[config.mk]
export PLATFORM = sky130hd
export DESIGN_NAME = tccg_front
export DESIGN_NICKNAME = d
export VERILOG_FILES = /design/src/rtl/tccg_pkg.sv /design/src/rtl/tccg_front.sv
export SDC_FILE = /design/constraint.sdc
export NUM_CORES = 1
export LEC_CHECK = 0
export BUFFER_PORTS_ARGS = -buffer_cell sky130_fd_sc_hd__buf_2
export CORE_AREA = 2 2 86 104
export DETAILED_ROUTE_END_ITERATION = 10
export DIE_AREA = 0 0 88 106
export PLACE_DENSITY = 0.94
export SLEW_MARGIN = 0
export SYNTH_ARGS = -nofsm -noshare
export SYNTH_HDL_FRONTEND = slang
export SYNTH_SLANG_ARGS = --single-unit
export TNS_END_PERCENT = 50
[constraint.sdc]
create_clock -name clk -period 6.31 [get_ports clk]
set_input_delay 0.631 -clock clk [delete_from_list [all_inputs] [get_ports clk]]
set_output_delay 0.631 -clock clk [all_outputs]
set_load 0.01 [all_outputs]
[src/rtl/tccg_pkg.sv]
// ----------------------------------------------------------------------------
// tccg_pkg
// Shared types, codes and palette for the text cell glyph renderer.
// ----------------------------------------------------------------------------
package tccg_pkg;

	// default glyph height in rows
	localparam int GLYPH_ROWS_DEF = 16;

	// entries in the queue between front and back
	localparam int QUEUE_DEPTH = 2;
	localparam int QPTR_W      = $clog2(QUEUE_DEPTH);
	localparam int QCNT_W      = $clog2(QUEUE_DEPTH + 1);

	// request command codes
	localparam logic CMD_DRAW = 1'b0;
	localparam logic CMD_LOAD = 1'b1;

	// classified request kind carried through the queue
	typedef enum logic {
		KIND_DRAW = 1'b0,
		KIND_LOAD = 1'b1
	} entry_kind_t;

	// 16-entry ARGB palette: index bit 3 selects the bright half
	localparam logic [31:0] PALETTE [16] = '{
		32'hff000000, 32'hff0000aa, 32'hff00aa00, 32'hff0055aa,
		32'hffaa0000, 32'hffaa00aa, 32'hffaaaa00, 32'hffaaaaaa,
		32'hff555555, 32'hff5555ff, 32'hff55ff55, 32'hff55ffff,
		32'hffff5555, 32'hffff55ff, 32'hffffff55, 32'hffffffff
	};

	// one queued request, colors already resolved to ARGB
	typedef struct packed {
		entry_kind_t kind;
		logic [7:0]  code;
		logic [31:0] fg_argb;
		logic [31:0] bg_argb;
		logic [10:0] pix_x;
		logic [11:0] pix_y_base;
		logic [3:0]  font_row;
		logic [7:0]  font_bits;
	} entry_t;

endpackage

[src/rtl/tccg_front.sv]
// ----------------------------------------------------------------------------
// tccg_front
// Accepts requests, classifies them, resolves colors and positions, and
// holds them in a short queue for the back end.
// ----------------------------------------------------------------------------
module tccg_front import tccg_pkg::*; #(
	parameter int GLYPH_ROWS = GLYPH_ROWS_DEF
) (
	input  logic        clk,
	input  logic        arst_n,
	input  logic        in_valid,
	output logic        in_stall,
	input  logic        cmd,
	input  logic [7:0]  char_code,
	input  logic [2:0]  fg_color,
	input  logic [2:0]  bg_color,
	input  logic        bold,
	input  logic        invert,
	input  logic [7:0]  cell_col,
	input  logic [7:0]  cell_row,
	input  logic [3:0]  font_row,
	input  logic [7:0]  font_bits,
	output logic        head_valid,
	output entry_t      head,
	input  logic        pop
);

	entry_t             queue_q [QUEUE_DEPTH];
	logic [QPTR_W-1:0]  wr_ptr_q;
	logic [QPTR_W-1:0]  rd_ptr_q;
	logic [QCNT_W-1:0]  count_q;
	entry_t             entry;
	logic [31:0]        fg_sel;
	logic [31:0]        bg_sel;
	logic               accept;
	logic               push;

	// color resolve: bold picks bright foreground, invert swaps, code zero blanks
	always_comb begin
		fg_sel = PALETTE[{bold, fg_color}];
		bg_sel = PALETTE[{1'b0, bg_color}];
		entry            = '0;
		entry.kind       = (cmd == CMD_LOAD) ? KIND_LOAD : KIND_DRAW;
		entry.code       = char_code;
		entry.fg_argb    = invert ? bg_sel : fg_sel;
		entry.bg_argb    = invert ? fg_sel : bg_sel;
		if (char_code == 8'd0) begin
			entry.fg_argb = '0;
			entry.bg_argb = '0;
		end
		entry.pix_x      = {cell_col, 3'b000};
		entry.pix_y_base = 12'({4'b0000, cell_row} * 12'(GLYPH_ROWS));
		entry.font_row   = font_row;
		entry.font_bits  = font_bits;
	end

	// loads past the glyph height are accepted and dropped
	assign in_stall   = (count_q == QCNT_W'(QUEUE_DEPTH));
	assign accept     = in_valid && !in_stall;
	assign push       = accept && !(cmd == CMD_LOAD && 32'(font_row) >= GLYPH_ROWS);
	assign head_valid = (count_q != '0);
	assign head       = queue_q[rd_ptr_q];

	// queue storage
	always_ff @(posedge clk) begin
		if (push) begin
			queue_q[wr_ptr_q] <= entry;
		end
	end

	// queue pointers and fill count
	always_ff @(posedge clk or negedge arst_n) begin
		if (!arst_n) begin
			wr_ptr_q <= '0;
			rd_ptr_q <= '0;
			count_q  <= '0;
		end else begin
			if (push) begin
				wr_ptr_q <= wr_ptr_q + QPTR_W'(1);
			end
			if (pop) begin
				rd_ptr_q <= rd_ptr_q + QPTR_W'(1);
			end
			if (push && !pop) begin
				count_q <= count_q + QCNT_W'(1);
			end else if (pop && !push) begin
				count_q <= count_q - QCNT_W'(1);
			end
		end
	end

endmodule

==> impl_metrics.env, run 1 <==
export IMPL_critical_path_endpoint_type="output port"
export IMPL_initial_core_util_pct=51.6
export IMPL_cts_buffer_depth=2
export IMPL_layout_cells_non_filler=484
export IMPL_grt_max_degree=50
export IMPL_dr_pass1_iters=4
export IMPL_antenna_cells=0
export IMPL_power_switching_uw=736
export IMPL_place_area_mm2=0.00478
export IMPL_nets=412
export IMPL_nFillCells=667
export IMPL_clkSinkCount=100
export IMPL_final_cell_mix="151 x buf_2, 96 x edfxtp_1, 48 x mux2_2, 9 x clkbuf_8, 7 x conb_1"
export IMPL_cts_buffers=9
export IMPL_cts_tree="yes"
export IMPL_critical_path_max_fanout=49
export IMPL_design_area_mm2=0.00498
export IMPL_crit_type="reg -> out"
export IMPL_post_cts_buffers=0
export IMPL_synthTopCellsByArea="edfxtp_1 67%, mux2_2 12%, buf_4 11%"
export IMPL_clk_latency_ps=350
export IMPL_grt_pass1_wl_mm=10.8
export IMPL_yosysWarnings=0
export IMPL_drv_cap=0
export IMPL_gp_congestion=0.714
export IMPL_comb_power_share_pct=36.6
export IMPL_ios=159
export IMPL_synth_seq_cells=100
export IMPL_cts_resized=0
export IMPL_finClkSkew_ps=5.79
export IMPL_postSynthAreaPerCell_um2=16.7
export IMPL_cp_start_kind="flop"
export IMPL_die_w_um=88
export IMPL_path_buf_inv=1
export IMPL_whs_ps=63.2
export IMPL_finalSetupViolCount=0
export IMPL_wl_mm=7.33
export IMPL_rsz0062_at_grt="false"
export IMPL_grt_ovfl_total=0
export IMPL_yosysSeqAreaShare_pct=69.0
export IMPL_post_route_util_pct=59.4
export IMPL_relSlewSlack_pct=22.4
export IMPL_fp_dieArea_mm2=0.00933
export IMPL_holdBufCountCts=0
export IMPL_setup_tns_ps=0
export IMPL_final_common_cell="buf_2"
export IMPL_fin_crit_ps=2780
export IMPL_grt_usage_pct=15.7
export IMPL_root_buffer="clkbuf_8"
export IMPL_antenna_found_initial=0
export IMPL_power_density_mw_per_mm2=443
export IMPL_core_mm2=0.00838
export IMPL_tightest_slew_ps=1160
export IMPL_internal_power_mw=1.47
export IMPL_cp_top_family="flip-flops"
export IMPL_drcViolationCount=0
export IMPL_cts_clk_slew_worst_paths_ps=90
export IMPL_routed_via_count=2303
export IMPL_ys_types=27
export IMPL_routedWlPerCell_um=15.1
export IMPL_seqPwrFrac_pct=45.7
export IMPL_post_route_period_util_pct=44.1
export IMPL_synth_area_mm2=0.00433
export IMPL_status="complete, no violations"
export IMPL_place_hpwl_mm=5.08
export IMPL_final_layout_size_suffix_gt1_share_pct=61.3
export IMPL_clock_fmax_ghz=0.360
export IMPL_cp_required_ps=5680
export IMPL_slowest_delay_ps=1080
export IMPL_clkPwrFrac_pct=17.7
export IMPL_rows=37
export IMPL_switching_share_pct=33.4
export IMPL_ant_nets=0
export IMPL_slew_violations=0
export IMPL_hp_class="in -> async"
export IMPL_regArea_mm2=0.00298
export IMPL_worstPathCellList="mux2_2 -> buf_2"
export IMPL_drt_iter0_markers=93
export IMPL_viasPerCell=4.76
export IMPL_multi_input_area_um2=872
export IMPL_synth_top_area_share_pct=66.6
export IMPL_grt_pass1_vias=2261
export IMPL_htree_levels=3
export IMPL_dp_cells=468
export IMPL_synthToLayoutAreaGrowth_pct=15.1
export IMPL_slowest_stage="dfrtp_2"
export IMPL_yosysTopAreaCell="edfxtp_1"
export IMPL_portBuffers=151
export IMPL_synthCells=259
export IMPL_power_leakage_nw=2.01
export IMPL_critPathArrivalTime_ps=2150
export IMPL_ir_drop_mv=0.566
export IMPL_hold_viol_final=0
export IMPL_die_h_um=106
## cell families after synthesis
group	share of synthesized area [%]
flops	69.0
other cells	0.0867
buf+inv	11.6
xor+xnor	1.01
fa+ha+maj	0.289
compound gates	0.723
simple gates	3.91
mux	13.4
## cells in the mapped netlist, drive strengths merged
| master | count |
|---|---|
| conb | 1 |
| xnor2 | 2 |
| a21oi | 3 |
| nand3 | 4 |
| xor2 | 3 |
| ha | 1 |
| buf | 66 |
| or2 | 1 |
| or3b | 1 |
| nor3b | 2 |
| and3 | 1 |
| nand2 | 1 |
| inv | 5 |
| nand2b | 2 |
| edfxtp | 96 |
| mux2i | 4 |
| or4 | 2 |
| dfrtp | 4 |
| and3b | 1 |
| a211oi | 1 |
| mux2 | 48 |
| o32ai | 1 |
| nor2 | 7 |
| nor3 | 1 |
| nand3b | 1 |
## final cells by class
| class | instances | share of cell area (%) |
|---|---|---|
| clock buffers | 10 | 2.56 |
| clock inverters | 6 | 1.31 |
| flip-flops and latches | 100 | 60.0 |
| inverters | 5 | 0.377 |
| multi-input cells | 94 | 17.5 |
| well taps | 117 | 2.94 |
| repair buffers | 152 | 15.3 |
## registers in the layout, indices dropped and copies added, names as in the netlist
name      cells
rd_ptr_q      1
queue_q      96
count_q       2
wr_ptr_q      1
## power groups by stage
stage,clock network [mW],logic (mW),registers [mW]
floorplan,0,0.731,0.958
global placement,0,0.806,1.02
detailed placement,0,0.820,1.03
CTS,0.402,0.825,1.02
global route,0.425,0.875,1.03
finish,0.390,0.809,1.01
## metal layers
layer  global-route usage, %  wire length [um]  up-vias
met1                    18.0              2940     1107
met2                    27.1              3850       96
met3                    2.33               343       12
met5                       0                 0        -
li1                        -                 -     1088
met4                    9.34               191        0
## through the flow
stage	total power [mW]	worst slack (ps)
5_1_grt	2.33	3370
4_1_cts	2.24	3450
6_report	2.21	3530
2_1_floorplan	1.69	3120
3_3_place_gp	1.82	3890
3_5_place_dp	1.85	3870
## final timing paths
kind,depth (start not counted),slack (ps),to,startpoint
worst min-delay path,1,60,rd_ptr_q$_DFFE_PN0P_,arst_n
worst min register to register,1,500,count_q[1]$_DFFE_PN0P_,count_q[1]$_DFFE_PN0P_
worst max-delay path,2,3530,head[96],rd_ptr_q$_DFFE_PN0P_
worst max register to register,4,4180,queue_q[0][43]$_DFFE_PP_,count_q[0]$_DFFE_PN0P_
max in group asynchronous,1,6120,rd_ptr_q$_DFFE_PN0P_,arst_n
min in group clk,1,460,queue_q[0][22]$_DFFE_PP_,cell_col[2]
Power figures use the tool's default switching activity.
==> run 2: changes to the inputs <==
Settings changed: CORE_AREA 2 2 86 104 to 2 2 89 108, DIE_AREA 0 0 88 106 to 0 0 91 110, PLACE_DENSITY 0.94 to 0.88.
Clock period 6.31 ns to 2.7 ns, I/O delays scaled along.
==> run 2 against run 1 <==
Effect of this change: die area rose by 7.3%; power is 130% higher; cell area grew 0.96%; register-to-register slack worse by 3300 ps; via count rose by 0.78%; global-route usage fell by 1.4 points; worst hold slack gained 36 ps; worst setup slack got worse by 3000 ps; clock power up 120%; sequential cell count unchanged; critical path type unchanged; clock skew increased by 2.1 ps; clock-buffer cell count down 1.
==> impl_metrics.env, run 2 (synthesis results as in run 1) <==
export IMPL_status="complete, no violations"
export IMPL_tightest_slew_ps=618
export IMPL_grt_pass1_vias=2205
export IMPL_regMostFlops="queue_q"
export IMPL_wl_mm=7.14
export IMPL_place_hpwl_mm=4.91
export IMPL_cts_buffers=9
export IMPL_antenna_cells=0
export IMPL_grt_ovfl_total=0
export IMPL_drv_cap=0
export IMPL_worst_slack_ps=528
export IMPL_hp_class="in -> reg"
export IMPL_nets=415
export IMPL_dr_pass1_iters=4
export IMPL_final_layout_size_suffix_gt1_share_pct=61.4
export IMPL_cp_start_kind="flop"
export IMPL_post_cts_buffers=0
export IMPL_cts_buffer_depth=2
export IMPL_setup_tns_ps=0
export IMPL_holdPathStages=1
export IMPL_crit_type="reg -> out"
export IMPL_htree_levels=3
export IMPL_ios=159
export IMPL_post_route_period_util_pct=80.4
export IMPL_critPathArrivalTime_ps=1900
export IMPL_power_leakage_nw=2.02
export IMPL_drcViolationCount=0
export IMPL_grt_max_degree=49
export IMPL_finalSetupViolCount=0
export IMPL_drt_iter0_markers=89
export IMPL_rows=38
export IMPL_root_buffer="clkbuf_8"
export IMPL_portBuffers=151
export IMPL_grt_pass1_wl_mm=10.7
export IMPL_clk_latency_ps=350
export IMPL_fp_dieArea_mm2=0.0100
export IMPL_routed_via_count=2321
export IMPL_cp_required_ps=2430
export IMPL_critical_path_endpoint_type="output port"
export IMPL_holdBufCountCts=1
export IMPL_cts_tree="yes"
export IMPL_cts_resized=0
export IMPL_cts_clk_slew_worst_paths_ps=100
export IMPL_slew_violations=0
export IMPL_grt_usage_pct=14.3
export IMPL_core_mm2=0.00894
export IMPL_rsz0062_at_grt="false"
export IMPL_gp_congestion=0.806
export IMPL_relSlewSlack_pct=58.7
export IMPL_top_regs="queue_q x96, count_q x2"
export IMPL_antenna_found_initial=0
export IMPL_clock_fmax_ghz=0.460
export IMPL_die_w_um=91
export IMPL_routedWlPerCell_um=14.6
export IMPL_rr_worst_depth=4
export IMPL_hold_viol_final=0
export IMPL_ir_drop_mv=0.745
export IMPL_power_density_mw_per_mm2=1020
export IMPL_critical_path_max_fanout=26
export IMPL_fin_crit_ps=2170
export IMPL_finClkSkew_ps=7.94
export IMPL_largest_register_ffs=96
export IMPL_viasPerCell=4.74
export IMPL_synthToLayoutAreaGrowth_pct=16.2
export IMPL_final_cell_mix="151 x buf_2, 96 x edfxtp_1, 48 x mux2_2, 9 x clkbuf_8, 7 x conb_1"
export IMPL_clkSinkCount=100
export IMPL_ant_nets=0
export IMPL_power_total_mw=5.14
export IMPL_dp_slack_ps=867
export IMPL_die_h_um=110
export IMPL_final_common_cell="buf_2"
export IMPL_initial_core_util_pct=48.4
run 2: cell count changes in the layout (fill, tap and decap cells not counted):
cell,change
clkinv_1,+1
dlygate4sd3_1,+1
buf_4,-1
clkinv_4,-1
clkinvlp_4,+1
clkinv_2,-1
bufinv_16,-1
buf_12,+3
clkbuf_1,-1
inv_6,+2
run 2: path summary, 6_finish.rpt:
path                                        startpoint                        to  slack [ps]
max in group asynchronous                       arst_n      rd_ptr_q$_DFFE_PN0P_        2310
min in group asynchronous                       arst_n    count_q[1]$_DFFE_PN0P_         250
worst max register to register  count_q[0]$_DFFE_PN0P_  queue_q[0][50]$_DFFE_PP_         890
worst max-delay path              rd_ptr_q$_DFFE_PN0P_                  head[53]         530
worst min-delay path                      font_bits[2]   queue_q[0][2]$_DFFE_PP_         100
worst min register to register  count_q[1]$_DFFE_PN0P_    count_q[1]$_DFFE_PN0P_         500
run 2: through the flow:
step	utilization, %	std cells	hold slack [ps]	instance area [um^2]
2_1_floorplan	-	265	-25.6	4350
3_3_place_gp	54.2	473	84.6	4840
3_5_place_dp	54.2	473	86.0	4840
4_1_cts	56.2	490	80.2	5020
5_1_grt	56.2	490	80.3	5020
6_report	56.2	490	98.9	5020
run 2: area by class of cell:
class / count / area (um^2)
fill: 744 / 3910
sequential: 100 / 2980
multi-input combinational: 94 / 872
timing repair buffer: 155 / 826
tap: 120 / 150
clock buffer: 9 / 124
clock inverter: 7 / 50.0
inverter: 5 / 18.8
run 2: routing by layer:
| layer | track usage, % | routed length, um | vias to the layer above |
|---|---|---|---|
| li1 | - | - | 1098 |
| met1 | 16.5 | 2870 | 1122 |
| met2 | 25.1 | 3690 | 86 |
| met3 | 2.99 | 412 | 15 |
| met4 | 7.58 | 161 | 0 |
| met5 | 0 | 0 | - |
run 2: power breakdown:
part	switching, mW	internal, mW
combinational	1.08	0.938
sequential	0.157	2.12
clock	0.503	0.338
run 2: worst max-delay path, stage by stage, from the launching register on:
cell and delay [ps]:
dfrtp_2 720, buf_12 270, mux2_2 400, buf_2 160
==> run 3: changes to the inputs <==
Settings changed: ABC_AREA set to 1, CORE_AREA 2 2 89 108 to 2 2 94 114, DIE_AREA 0 0 91 110 to 0 0 96 116, PLACE_DENSITY 0.88 to 0.85.
Clock period 2.7 ns to 1.9 ns, I/O delays scaled along.
==> run 3 against run 2 <==
Effect of this change: core utilization down 3.5 points; clock power up 110%; sequential cell count did not move; power rose by 56%; sequential power rose by 40%; global-route usage decreased by 1.1 points; clock skew hardly changed; sequential share of layout area fell by 2.5 points; register-to-register slack worse by 490 ps; synthesized cell count increased by 9.7%; non-clock buffer count increased by 8; critical path depth unchanged; largest cell class unchanged; largest power group unchanged.
==> impl_metrics.env, run 3 <==
export IMPL_yosysWarnings=0
export IMPL_postSynthAreaPerCell_um2=15.4
export IMPL_place_hpwl_mm=5.42
export IMPL_fp_dieArea_mm2=0.0111
export IMPL_routedWlPerCell_um=14.5
export IMPL_core_mm2=0.00996
export IMPL_post_route_period_util_pct=94.5
export IMPL_die_w_um=96
export IMPL_synthToLayoutAreaGrowth_pct=20.0
export IMPL_top_regs="queue_q x96, count_q x2"
export IMPL_r2r_start="count_q[1]$_DFFE_PN0P_"
export IMPL_wl_mm=7.67
export IMPL_wl_met3_um=433
export IMPL_critical_path_endpoint_type="output port"
export IMPL_cts_buffers=9
export IMPL_synth_top_area_share_pct=65.9
export IMPL_postSynth_asyncResetShare_pct=4.00
export IMPL_final_common_cell="buf_2"
export IMPL_fin_crit_ps=1800
export IMPL_slowest_delay_ps=510
export IMPL_multi_input_area_um2=877
export IMPL_clock_fmax_ghz=0.557
export IMPL_gp_congestion=0.806
export IMPL_die_h_um=116
export IMPL_wl_met2_mm=4.21
export IMPL_routed_via_count=2436
export IMPL_ys_flop_type="edfxtp_1"
export IMPL_viasPerCell=4.60
export IMPL_slowest_stage="dfrtp_4"
export IMPL_nFillCells=840
export IMPL_clk_latency_ps=330
export IMPL_dr_pass1_iters=5
export IMPL_slew_violations=0
export IMPL_synth_area_mm2=0.00438
export IMPL_ys_types=20
export IMPL_rsz0062_at_grt="false"
export IMPL_cts_buffer_depth=2
export IMPL_worst_slack_ps=105
export IMPL_grt_usage_pct=13.1
export IMPL_crit_type="reg -> out"
export IMPL_highest_layer="met4"
export IMPL_ir_drop_mv=0.605
export IMPL_yosysSeqAreaShare_pct=68.2
export IMPL_htree_levels=3
export IMPL_synth_edf_count=96
export IMPL_critPathArrivalTime_ps=1610
export IMPL_antenna_cells=0
export IMPL_cp_start_kind="flop"
export IMPL_regToRegSetupSlack_ps=400
export IMPL_critical_path_max_fanout=10
export IMPL_antenna_found_initial=0
export IMPL_synthTopCellsByArea="edfxtp_1 66%, buf_4 11%, mux2_2 9.8%"
export IMPL_finalSetupViolCount=0
export IMPL_synthTopCellsByCount="96 x edfxtp_1, 63 x buf_4, 38 x mux2_2, 17 x nand2_1, 17 x nor2_1"
export IMPL_min_from="font_bits[5]"
export IMPL_portBuffers=151
export IMPL_drt_iter0_markers=71
export IMPL_grt_ovfl_total=0
export IMPL_drv_cap=0
export IMPL_final_cell_mix="151 x buf_2, 96 x edfxtp_1, 38 x mux2_2, 17 x nand2_1, 15 x nor2_1"
export IMPL_cts_tree="yes"
export IMPL_yosysMostFrequentCell="edfxtp_1"
export IMPL_nets=448
export IMPL_grt_max_degree=50
export IMPL_yosysTopAreaCell="edfxtp_1"
export IMPL_synth_seq_cells=100
export IMPL_hold_viol_final=0
export IMPL_final_layout_size_suffix_gt1_share_pct=56.6
export IMPL_synthCells=284
export IMPL_rows=40
export IMPL_ios=159
export IMPL_regArea_mm2=0.00299
export IMPL_grt_pass1_wl_mm=10.8
export IMPL_largest_register_ffs=96
export IMPL_dp_slack_ps=230
export IMPL_grt_pass1_vias=2247
export IMPL_ant_nets=0
export IMPL_m1WireLength_mm=2.89
export IMPL_root_buffer="clkbuf_16"
export IMPL_finClkSkew_ps=7.71
export IMPL_critPathLaunch="rd_ptr_q$_DFFE_PN0P_"
export IMPL_worstPathCellList="buf_4 -> mux2_2 -> buf_2"
export IMPL_regMostFlops="queue_q"
export IMPL_hp_class="in -> reg"
export IMPL_power_density_mw_per_mm2=1530
export IMPL_cp_required_ps=1710
export IMPL_drcViolationCount=0
export IMPL_initial_core_util_pct=43.9
export IMPL_clkSinkCount=100
export IMPL_power_leakage_nw=2.16
export IMPL_setup_tns_ps=0
export IMPL_cts_clk_slew_worst_paths_ps=70
export IMPL_status="complete, no violations"
==> run 3: changes by cell type in the layout (fill, tap and decap cells not counted), moves of 7 or more <==
cell / change
o21ai_0: +7
mux2_4: +10
mux2_2: -10
nor2_1: +10
buf_4: +8
clkbuf_16: +9
inv_1: +8
nand2_1: +16
clkbuf_8: -9
==> run 3: cells by family (layout without fill, tap and decap cells) <==
family	after synthesis	count (layout)	share of synthesized area, %
compound gates	9	9	1.03
flops	100	100	68.2
xor+xnor	3	3	0.601
mux	48	48	13.2
other cells	1	7	0.0857
simple gates	43	43	3.97
buf+inv	79	192	12.6
fa+ha+maj	1	1	0.286
==> run 3: routing by layer <==
layer | vias to the layer above | GRT usage, %
li1 | 1171 | -
met1 | 1162 | 14.4
met2 | 91 | 23.4
met3 | 12 | 3.58
met4 | 0 | 5.81
met5 | - | 0
==> run 3: final timing paths <==
path,end,cells past startpoint
worst min-delay path,queue_q[0][5]$_DFFE_PP_,1
worst max register to register,queue_q[0][95]$_DFFE_PP_,5
worst min register to register,count_q[0]$_DFFE_PN0P_,1
min in group asynchronous,count_q[0]$_DFFE_PN0P_,2
worst max-delay path,head[46],3
max in group asynchronous,rd_ptr_q$_DFFE_PN0P_,2
==> run 3: final cells by class <==
class | instances | area share (%)
Clock buffer | 9 | 4.29
Clock inverter | 7 | 1.29
Inverter | 13 | 0.930
Multi-Input combinational cell | 111 | 16.7
Sequential cell | 100 | 56.9
Tap cell | 126 | 3.00
Timing Repair Buffer | 163 | 16.9
==> run 3: report_power, final <==
part,switching [mW],total (mW),internal (mW),leakage (nW)
Clock,0.731,1.74,1.01,0.140
Combinational,1.65,3.10,1.45,1.09
Sequential,0.169,3.19,3.02,0.934
==> run 3: worst max-delay path: cells and delay by family, from the launching register on <==
kind / cells / cell delay (ps)
multiplexers: 1 / 380
flip-flops: 1 / 510
buffers and inverters: 2 / 390
==> run 3: metrics by stage <==
step                cells  power, mW  area, um^2  util (%)  hold WS, ps
floorplan             290       5.66        4400         -         -106
global placement      506       6.20        4900      49.2        -2.98
detailed placement    506       6.29        4900      49.2         1.66
CTS                   524       8.09        5210      52.3         30.5
global route          529       8.49        5250      52.7         27.7
finish                529       8.03        5250      52.7         45.9
==> run 3: repair_timing <==
action / CTS / global route
gates resized for setup: 1 / 0
setup endpoints to repair: 47 / 12
hold buffers: 1 / 0
cloned: 0 / 0
pin swaps: 0 / 0
endpoints found under the hold margin: 4 / 0
setup buffers: 1 / 5
